===== src/hdl/nst_pkg.sv =====
`default_nettype none
package nst_pkg;
    localparam int MAX_PLANES    = 32;
    localparam int MAX_PER_PLANE = 32;
    localparam int COORD_BITS    = 26;
    localparam int PL_W    = $clog2(MAX_PLANES);
    localparam int SL_W    = $clog2(MAX_PER_PLANE);
    localparam int SLOTS   = MAX_PLANES * MAX_PER_PLANE;
    localparam int IDX_W   = PL_W + SL_W;
    localparam int CNT_W   = 11;
    localparam int DIST_W  = 54;
    localparam int DIFF_W  = COORD_BITS + 1;
    localparam int SQ_W    = 2 * COORD_BITS;
    localparam int CFG_W   = 6;
    localparam int MEM_W   = 3 * COORD_BITS + 1;

    typedef enum logic [1:0] {
        OP_ADD    = 2'd0,
        OP_UPDATE = 2'd1,
        OP_READ   = 2'd2,
        OP_QUERY  = 2'd3
    } op_t;

    typedef enum logic [1:0] {
        ST_OK       = 2'd0,
        ST_OCCUPIED = 2'd1,
        ST_EMPTY    = 2'd2,
        ST_RANGE    = 2'd3
    } status_t;

    localparam logic [0:0] CFG_PLANES = 1'b0;
    localparam logic [0:0] CFG_SLOTS  = 1'b1;

    // candidate word handed from cell to cell
    typedef struct packed {
        logic                          valid;
        logic [PL_W-1:0]               plane;
        logic [SL_W-1:0]               slot;
        logic signed [COORD_BITS-1:0]  x;
        logic signed [COORD_BITS-1:0]  y;
        logic signed [COORD_BITS-1:0]  z;
    } cand_t;

    // running best carried through the compare chain
    typedef struct packed {
        logic                          found;
        logic [PL_W-1:0]               plane;
        logic [SL_W-1:0]               slot;
        logic signed [COORD_BITS-1:0]  x;
        logic signed [COORD_BITS-1:0]  y;
        logic signed [COORD_BITS-1:0]  z;
        logic [DIST_W-1:0]             sq_dist;
    } best_t;
endpackage
`default_nettype wire


===== src/hdl/nst_sq_cell.sv =====
`default_nettype none
// one chain cell: square one axis difference and add it to the running sum
module nst_sq_cell (
    input  wire logic                              aclk,
    input  wire logic signed [nst_pkg::COORD_BITS-1:0] a,
    input  wire logic signed [nst_pkg::COORD_BITS-1:0] b,
    input  wire logic [nst_pkg::DIST_W-1:0]        sum_in,
    input  wire nst_pkg::cand_t                    cand_in,
    output logic [nst_pkg::DIST_W-1:0]             sum_out,
    output nst_pkg::cand_t                         cand_out
);
    import nst_pkg::*;
    logic signed [DIFF_W-1:0] d;
    logic [DIFF_W-1:0]        mag;
    logic [SQ_W-1:0]          sq;

    assign d   = DIFF_W'(a) - DIFF_W'(b);
    assign mag = d[DIFF_W-1] ? DIFF_W'(-d) : DIFF_W'(d);
    assign sq  = SQ_W'(mag[SQ_W/2-1:0]) * SQ_W'(mag[SQ_W/2-1:0]);

    always_ff @(posedge aclk) begin
        sum_out  <= sum_in + DIST_W'(sq);
        cand_out <= cand_in;
    end
endmodule
`default_nettype wire


===== config.mk =====
export PLATFORM = sky130hd
export DESIGN_NAME = nst_sq_cell
export DESIGN_NICKNAME = d
export VERILOG_FILES = /design/src/hdl/nst_pkg.sv /design/src/hdl/nst_sq_cell.sv
export SDC_FILE = /design/constraint.sdc
export NUM_CORES = 2
export LEC_CHECK = 0
export BUFFER_PORTS_ARGS = -buffer_cell sky130_fd_sc_hd__buf_2
export CAP_MARGIN = 15
export CORE_MARGIN = 3
export CORE_UTILIZATION = 50
export CTS_BUF_LIST = sky130_fd_sc_hd__clkbuf_4
export DETAILED_ROUTE_END_ITERATION = 7
export PLACE_DENSITY = 0.75
export SYNTH_ARGS = -nofsm -noshare
export SYNTH_HDL_FRONTEND = slang
export SYNTH_SLANG_ARGS = --single-unit

===== constraint.sdc =====
create_clock -name aclk -period 13.1 [get_ports aclk]
set_input_delay 1.965 -clock aclk [delete_from_list [all_inputs] [get_ports aclk]]
set_output_delay 1.965 -clock aclk [all_outputs]
set_load 0.02 [all_outputs]

==> metrics.md <==
| Metric | Value |
|---|---|
| Status | `completed` |
| CTS Hold Bufs | `0` |
| Post-Route WL | `66130 um` |
| Drt via density | `5.120` |
| Routed met2 length | `32720 um` |
| Wire per inst | `17.42 um` |
| Die span in x | `231.6 um` |
| Yosys cell types | `74` |
| CP max-delay cell | `fa_1` |
| CP arrival | `12.96 ns` |
| Tcrit/Tclk final | `93.81%` |
| Resize count post-CTS | `0` |
| Crit Path Class | `input port to flop` |
| Avg Cell Area, Syn | `9.257 um^2` |
| Total CTS buffers | `17` |
| Sequential fraction of the synthesis area | `11.25%` |
| Clock root buffer | `clkbuf_4` |
| Largest net degree at the start of global routing | `23` |
| # rows | `82` |
| Depth of the CTS H-tree | `4` |
| Pins Over Slew Limit | `0` |
| Iteration-0 DRC Markers | `1296` |
| Share of cells above drive strength 1 | `14.93%` |
| Residual DRC | `0` |
| Via count | `19430` |
| Top routing layer used | `met4` |
| CP peak stage delay | `0.56 ns` |
| Worst-path clk slew | `0.22 ns` |
| 1st-pass router iterations | `6` |
| Setup Fix Bufs, Post-CTS | `0` |
| Minimum clock period | `12.29 ns` |
| Die footprint | `0.05362 mm^2` |
| Core area | `0.05017 mm^2` |
| Post-synth ARST share | `0%` |
| Critical Path RT | `13.77 ns` |
| Worst slew pin tran | `0.7497 ns` |
| Max Root-Sink Buffers | `2` |
| GRT overflow | `0` |
| IO Port Bufs | `338` |
| Synth-to-layout area growth | `12.38%` |
| Yosys warnings | `0` |
| Setup_tns | `0 ns` |
| CTS Sinks | `143` |
| M1 WL | `24680 um` |
| Yosys reg bits | `143` |
| Setup violators final | `0` |
| Hold Crit Depth | `1` |
| Vias in the first global route | `20970` |
| Post-Synthesis Cells | `2748` |
| Worst hold path class | `input port to flop` |
| Synth top area share | `44.54%` |
| Hpwl dp | `56470 um` |
| Antenna-violating nets left | `0` |
| Gpl congestion | `0.9977` |
| Net count, final | `4089` |
| Area of the mapped netlist | `0.02544 mm^2` |
| Met3 Routed Length | `5503 um` |
| Final Hold Fails | `0` |
| Initial core utilization | `50.71%` |
| Max cap viols | `0` |
| I/O pin count | `339` |
| Mapped Nets | `3728` |
| FMAX | `0.08137 GHz` |
| Startpoint type of the worst setup path | `input port` |
| Crit-path max FO | `6` |
| Unrepaired setup endpoints after global routing | `no` |
| Crit end category | `flop` |
| Relative slew slack | `49.66%` |
| Synth top area cells | `fa_1 45%, inv_1 12%, dfxtp_1 11%` |
| TritonCTS clock tree | `yes` |
| Die span in y | `231.6 um` |
| Number of flops mapped to enable cells by yosys | `0` |
| CP dominant cell by count | `fa_1` |
| Global-route wire length before repair | `106400 um` |
| Top cell type by total area after synthesis | `fa_1` |
| Top_reg_cell synth | `dfxtp_1` |
| Initial antenna violation count | `1` |
| GRT Total Usage | `25.65%` |
==> layout by cell type, fill, tap and decap left out, types with 9 or more instances in the layout <==
master / netlist / routed
dfxtp_1: 143 / 143
and2_1: 18 / 18
a21oi_1: 73 / 73
buf_4: 2 / 73
o21ai_0: 43 / 42
and3_1: 9 / 9
nor2b_1: 11 / 11
or3_1: 13 / 13
clkbuf_4: 0 / 17
o21bai_1: 10 / 10
nand2_1: 254 / 254
o31ai_1: 13 / 13
ha_1: 218 / 218
nand3_1: 26 / 26
nor3_1: 12 / 12
xnor2_1: 75 / 74
nand2b_1: 12 / 12
fa_1: 566 / 566
inv_1: 802 / 802
buf_2: 4 / 338
a21o_1: 45 / 45
nor2_1: 177 / 177
xor2_1: 28 / 28
a31oi_1: 10 / 9
==> metal layers <==
layer,vias up,track usage [%]
met5,-,0
met4,0,11.89
met3,213,5.949
met2,820,44.55
met1,9532,30.18
li1,8869,-
==> logic make-up (layout without fill, tap and decap cells) <==
group / after synthesis / count (layout) / share of synthesized area, %
DFF: 143 / 143 / 11.25
other: 0 / 2 / 0
and+or+nand+nor: 564 / 564 / 9.586
xor gates and xnor gates: 105 / 105 / 3.674
AOI/OAI and AO/OA: 266 / 266 / 7.019
muxes: 3 / 3 / 0.1279
adders and majority gates: 784 / 784 / 55.26
buffers and inverters: 883 / 1257 / 13.08
==> worst max-delay path, delay by kind of cell <==
kind / cells / cell delay [ns]
adders and majority gates: 10 / 4.52
AOI/OAI and AO/OA: 11 / 2.61
and+or+nand+nor: 7 / 2.50
buffers and inverters: 7 / 0.85
xor gates and xnor gates: 2 / 0.46
==> cells in the mapped netlist, types with 6 or more instances <==
| cell type | n |
|---|---|
| nor2_1 | 177 |
| a21oi_1 | 73 |
| nand2b_1 | 12 |
| nor3_1 | 12 |
| clkinv_1 | 8 |
| or3_1 | 13 |
| nand3_1 | 26 |
| a21o_1 | 45 |
| xnor2_1 | 75 |
| nor2b_1 | 11 |
| and2_1 | 18 |
| xor2_1 | 28 |
| clkbuf_1 | 61 |
| o21ai_0 | 43 |
| o21bai_1 | 10 |
| inv_1 | 802 |
| a31oi_1 | 10 |
| dfxtp_1 | 143 |
| and3_1 | 9 |
| a211oi_1 | 6 |
| o31ai_1 | 13 |
| nand4_1 | 8 |
| nand2_1 | 254 |
| ha_1 | 218 |
| o21a_1 | 7 |
| fa_1 | 566 |
==> state kept, by name, summed over array words and instances (netlist names) <==
register  flops
sum_out      54
cand_out     89
==> cell type report <==
type                       count  area [um^2]
antenna                        2        5.005
clock buffer                  17        127.6
clock inverter                15        193.9
fill                        4347        21580
inverter                     814         3055
multi-input combinational   1722        19260
sequential                   143         2863
tap                          672        840.8
timing repair buffer         411         2240
==> worst paths after layout <==
check	startpoint	endpoint
max	a[0]	sum_out[53]
min	cand_in[27]	cand_out[27]
==> stage by stage <==
stage               instance area [um^2]  hold slack, ns  worst slack (ns)  utilization [%]  instances
floorplan                          25440           1.993            0.5104                -       2748
CTS                                28580           1.184            0.8989            56.98       3794
detailed placement                 28260           2.069           0.09502            56.33       3762
global route                       28590           1.224            0.2979            56.98       3795
global placement                   28260           2.067            0.2794            56.33       3762
finish                             28590           1.275            0.8109            56.99       3796
Power is not shown: default switching activity piles up to over one toggle a cycle in this logic, so the estimate is an artifact.
