**src/hdl/nst_pkg.sv**
```systemverilog
`default_nettype none
package nst_pkg;
    localparam int MAX_PLANES    = 32;
    localparam int MAX_PER_PLANE = 32;
    localparam int COORD_BITS    = 26;
    localparam int PL_W    = $clog2(MAX_PLANES);
    localparam int SL_W    = $clog2(MAX_PER_PLANE);
    localparam int SLOTS   = MAX_PLANES * MAX_PER_PLANE;
    localparam int IDX_W   = PL_W + SL_W;
    localparam int CNT_W   = 11;
    localparam int DIST_W  = 54;
    localparam int DIFF_W  = COORD_BITS + 1;
    localparam int SQ_W    = 2 * COORD_BITS;
    localparam int CFG_W   = 6;
    localparam int MEM_W   = 3 * COORD_BITS + 1;

    typedef enum logic [1:0] {
        OP_ADD    = 2'd0,
        OP_UPDATE = 2'd1,
        OP_READ   = 2'd2,
        OP_QUERY  = 2'd3
    } op_t;

    typedef enum logic [1:0] {
        ST_OK       = 2'd0,
        ST_OCCUPIED = 2'd1,
        ST_EMPTY    = 2'd2,
        ST_RANGE    = 2'd3
    } status_t;

    localparam logic [0:0] CFG_PLANES = 1'b0;
    localparam logic [0:0] CFG_SLOTS  = 1'b1;

    // candidate word handed from cell to cell
    typedef struct packed {
        logic                          valid;
        logic [PL_W-1:0]               plane;
        logic [SL_W-1:0]               slot;
        logic signed [COORD_BITS-1:0]  x;
        logic signed [COORD_BITS-1:0]  y;
        logic signed [COORD_BITS-1:0]  z;
    } cand_t;

    // running best carried through the compare chain
    typedef struct packed {
        logic                          found;
        logic [PL_W-1:0]               plane;
        logic [SL_W-1:0]               slot;
        logic signed [COORD_BITS-1:0]  x;
        logic signed [COORD_BITS-1:0]  y;
        logic signed [COORD_BITS-1:0]  z;
        logic [DIST_W-1:0]             sq_dist;
    } best_t;
endpackage
`default_nettype wire

```
**src/hdl/nst_cmp_cell.sv**
```systemverilog
`default_nettype none
// final cell: keep the later candidate on a tie
module nst_cmp_cell (
    input  wire logic                  aclk,
    input  wire logic                  aresetn,
    input  wire logic                  clear,
    input  wire nst_pkg::cand_t        cand,
    input  wire logic [nst_pkg::DIST_W-1:0] sq_dist,
    output nst_pkg::best_t             best
);
    import nst_pkg::*;
    best_t best_reg;
    assign best = best_reg;

    always_ff @(posedge aclk) begin
        if (!aresetn || clear) begin
            best_reg <= '0;
        end else if (cand.valid && (!best_reg.found || sq_dist <= best_reg.sq_dist)) begin
            best_reg <= {1'b1, cand.plane, cand.slot, cand.x, cand.y, cand.z, sq_dist};
        end
    end
endmodule
`default_nettype wire
```
**config.mk**
```make
export PLATFORM = sky130hd
export DESIGN_NAME = nst_cmp_cell
export DESIGN_NICKNAME = d
export VERILOG_FILES = /design/src/hdl/nst_pkg.sv /design/src/hdl/nst_cmp_cell.sv
export SDC_FILE = /design/constraint.sdc
export NUM_CORES = 1
export LEC_CHECK = 0
export BUFFER_PORTS_ARGS = -buffer_cell sky130_fd_sc_hd__buf_2
export CAP_MARGIN = 5
export CORE_MARGIN = 5
export CORE_UTILIZATION = 40
export CTS_CLUSTER_DIAMETER = 150
export DETAILED_ROUTE_END_ITERATION = 8
export PLACE_DENSITY = 0.68
export SYNTH_ARGS = -nofsm -noshare
export SYNTH_HDL_FRONTEND = slang
export SYNTH_SLANG_ARGS = --single-unit
```
**constraint.sdc**
```tcl
create_clock -name aclk -period 5.9 [get_ports aclk]
set_clock_uncertainty 0.1 [all_clocks]
set_input_delay 0.59 -clock aclk [delete_from_list [all_inputs] [get_ports aclk]]
set_output_delay 0.59 -clock aclk [all_outputs]
set_load 0.01 [all_outputs]
```
==> run_results.csv <==
group,metric,value,unit
clock_tree,cts_buffer_depth,2,
finish,final_nets,1275,
placed_design,port_buffers,288,
worst_hold_path,hold_depth,3,
yosys,async_flop_share,0,
timing,worst_pin_slew,0.9829,ns
run_status,run_status,"completed",
routing,via_count,6147,
worst_setup_path,slowest_delay,0.40,ns
finish,drive_above_1_share,0.3006,
worst_setup_path,path_delay_family,"compound AO/OA/AOI/OAI gates",
pwr,p_sw,668.1,µW
worst_setup_path,critPathBufInv,2,
yosys,seq_area_frac_synth,0.4091,
placed_design,post-place-cells,1281,
yosys,synth_area_per_cell,8.618,µm²
pwr,power_density,270.4,nW/µm²
floorplan,fp.coreArea,17240,µm²
worst_setup_path,reg2reg_to,"best[105]$_SDFFE_PP0P_",
worst_setup_path,crit_fanout,72,
pwr,p_comb_frac,0.146,
timing,holdWs,0.3129,ns
timing,setup_ws,3.086,ns
global_routing,grt_pass1_wl,28.02,mm
global_routing,track_usage,0.1685,
worst_hold_path,min_path_type,"in -> reg",
placed_design,dpl_worst_slack,2.753,ns
clock_tree,holdBufCountCts,0,
pwr,intPower,1.802,mW
clock_tree,h-tree-depth,4,
finish,fin_cells,1313,
routing,ant_nets,0,
worst_setup_path,critical-path-slowest-cell,"buf_12",
global_routing,antenna_found_initial,1,
yosys,ys.flop_type,"dfxtp_1",
clock_tree,cts_resized,0,
floorplan,num_rows,48,
worst_setup_path,startpoint_type,"flip-flop",
pwr,leakage,4.463,nW
placed_design,gp_congestion,0.7943,
timing,min_period_over_period,0.4770,
worst_hold_path,min_to,"best[107]$_SDFFE_PP0P_",
yosys,yosysWarnings,0,
clock_tree,root_buffer,"clkbuf_16",
finish,largest_reg_flops,143,
routing,drc,0,
finish,post-route-util,0.5301,
routing,vias_per_cell,4.682,
floorplan,dieHeight,142.3,µm
yosys,synthCells,812,
clock_tree,clock_sinks,143,
clock_tree,path_clk_slew,0.07,ns
pwr,p_total,2.471,mW
floorplan,fp.dieArea,20240,µm²
timing,finalSetupViolations,0,
routing,drtIter0Drc,197,
finish,nFillCells,1636,
yosys,synth_edf_count,0,
floorplan,die_w,142.3,µm
yosys,syn_nets,1012,
worst_hold_path,hp-start,"cand[53]",
worst_setup_path,r2r_slack,3.09,ns
global_routing,first_global_vias,5860,
floorplan,initial_core_util,0.4060,
pwr,clock_power_share,0.437,
placed_design,placed_cell_area,8551,µm²
routing,post_drt_wl_per_cell,13.48,µm
finish,final_area,9136,µm²
pwr,p_sw_frac,0.2704,
timing,max_clock_freq,355.4,MHz
routing,drt_wl_total,17.70,mm
worst_setup_path,endpoint_kind,"flip-flop",
worst_setup_path,critPathKind,"reg -> reg",
timing,finalCriticalPeriod,2.814,ns
routing,first_pass_iters,5,
job,drv_cap,0,
timing,final_max_slew_viol_count,0,
worst_setup_path,regToRegStartpoint,"best[17]$_SDFFE_PP0P_",
pwr,seqPwrFrac,0.417,
worst_setup_path,cp.arrival,3.05,ns
timing,hold_viol,0,
placed_design,dp_hpwl,13.15,mm
timing,slew_headroom,0.3434,
worst_setup_path,required,6.14,ns
timing,grt_setup_unrepaired,"no",
pwr,peakVddDrop,0.1831,mV
yosys,ys_types,31,
yosys,ys_seq_elements,143,
worst_setup_path,path_cells,"inv_1 > ha_1 > and4_1 > and4_1 > o31ai_1 > o211ai_1 > a31oi_1 > a21oi_4 > buf_12 > mux2i_1",
clock_tree,post_cts_buffers,0,
clock_tree,clock_latency,0.41,ns
yosys,synthesis.area,6998,µm²
worst_setup_path,r2r_cells,10,
clock_tree,cts_made_buffers,17,
finish,syn_to_final_growth,30.56,%
clock_tree,cts_tree,"yes",
global_routing,grt_start_max_net_pins,163,
finish,antenna_cells,0,
timing,setup_tns,0,ns
worst_setup_path,crit_top_cell,"and4_1",
global_routing,overflow,0,
floorplan,io_pins,289,
-- metal layers --
layer	global-route usage	vias to the layer above	wire length [µm]
li1	-	3190	-
met4	0.04444	2	176
met2	0.2755	215	8130
met5	0	-	13
met1	0.2021	2724	7475
met3	0.07560	16	1905
-- cells in the mapped netlist (2+ instances only) --
master / number / area share
a21boi_0: 2 / 0.0021
a21o_1: 3 / 0.0032
a21oi_1: 22 / 0.016
a221oi_1: 2 / 0.0025
and4_1: 7 / 0.0088
buf_2: 7 / 0.0050
buf_6: 9 / 0.014
clkbuf_1: 32 / 0.017
dfxtp_1: 143 / 0.41
ha_1: 54 / 0.097
inv_1: 57 / 0.031
mux2i_1: 142 / 0.20
nand2_1: 296 / 0.16
nand3_1: 6 / 0.0043
nand4_1: 8 / 0.0072
nor3_1: 3 / 0.0021
o21ai_0: 4 / 0.0029
o21ai_1: 2 / 0.0014
-- worst max path at each step --
stage                           from                     end  slack, ns  cells after the start
2_1_floorplan            sq_dist[25]    best[0]$_SDFFE_PP0P_       3.43                     11
3_3_place_gp              sq_dist[9]  best[132]$_SDFFE_PP0P_       2.81                     10
3_5_place_dp             sq_dist[17]   best[48]$_SDFFE_PP0P_       2.75                     10
4_1_cts        best[17]$_SDFFE_PP0P_   best[48]$_SDFFE_PP0P_       3.07                     10
5_1_grt        best[15]$_SDFFE_PP0P_  best[117]$_SDFFE_PP0P_       2.93                     10
6_report       best[17]$_SDFFE_PP0P_  best[105]$_SDFFE_PP0P_       3.09                     10
-- kinds of logic after synthesis --
logic type / synth area share
AO/OA/AOI/OAI: 0.03880
buffers and inverters: 0.06723
adder cells (fa/ha/maj): 0.09655
multiplexers: 0.2031
flip-flops: 0.4091
AND/OR/NAND/NOR: 0.1852
-- power by group through the flow --
| stage | Combinational (mW) | Sequential, mW | Clock, mW |
|---|---|---|---|
| 6_report | 0.360 | 1.03 | 1.08 |
| 3_5_place_dp | 0.362 | 1.05 | 0 |
| 5_1_grt | 0.400 | 1.04 | 1.15 |
| 4_1_cts | 0.364 | 1.03 | 1.11 |
| 2_1_floorplan | 0.211 | 1.07 | 0 |
| 3_3_place_gp | 0.359 | 1.05 | 0 |
-- placed cells by master (no fill, tap or decap), types with 2 or more instances in the layout --
cell type,n
nand2_1,296
clkinvlp_4,3
a21oi_1,21
and4_1,7
a21boi_0,2
nand3_1,6
ha_1,54
clkbuf_16,17
buf_2,288
nand4_1,8
clkinv_2,2
bufinv_16,2
a21o_1,3
inv_1,57
mux2i_1,142
inv_6,4
dfxtp_1,143
nor3_1,3
clkinv_4,2
buf_12,3
o21ai_0,4
a221oi_1,2
o21ai_1,2
-- worst min-delay path, stage by stage --
cell     delay [ns]
buf_2          0.09
nand2_1        0.04
mux2i_1        0.05
-- final cells by class --
| cell class | count | area (µm²) | area share |
|---|---|---|---|
| well taps | 225 | 281.5 | 0.03081 |
| inverters | 57 | 214.0 | 0.02342 |
| multi-input cells | 564 | 3684 | 0.4032 |
| clock buffers | 18 | 429.2 | 0.04697 |
| clock inverters | 14 | 156.4 | 0.01712 |
| flip-flops and latches | 143 | 2863 | 0.3133 |
| repair buffers | 292 | 1509 | 0.1652 |
(Power assumes the default switching activity.)
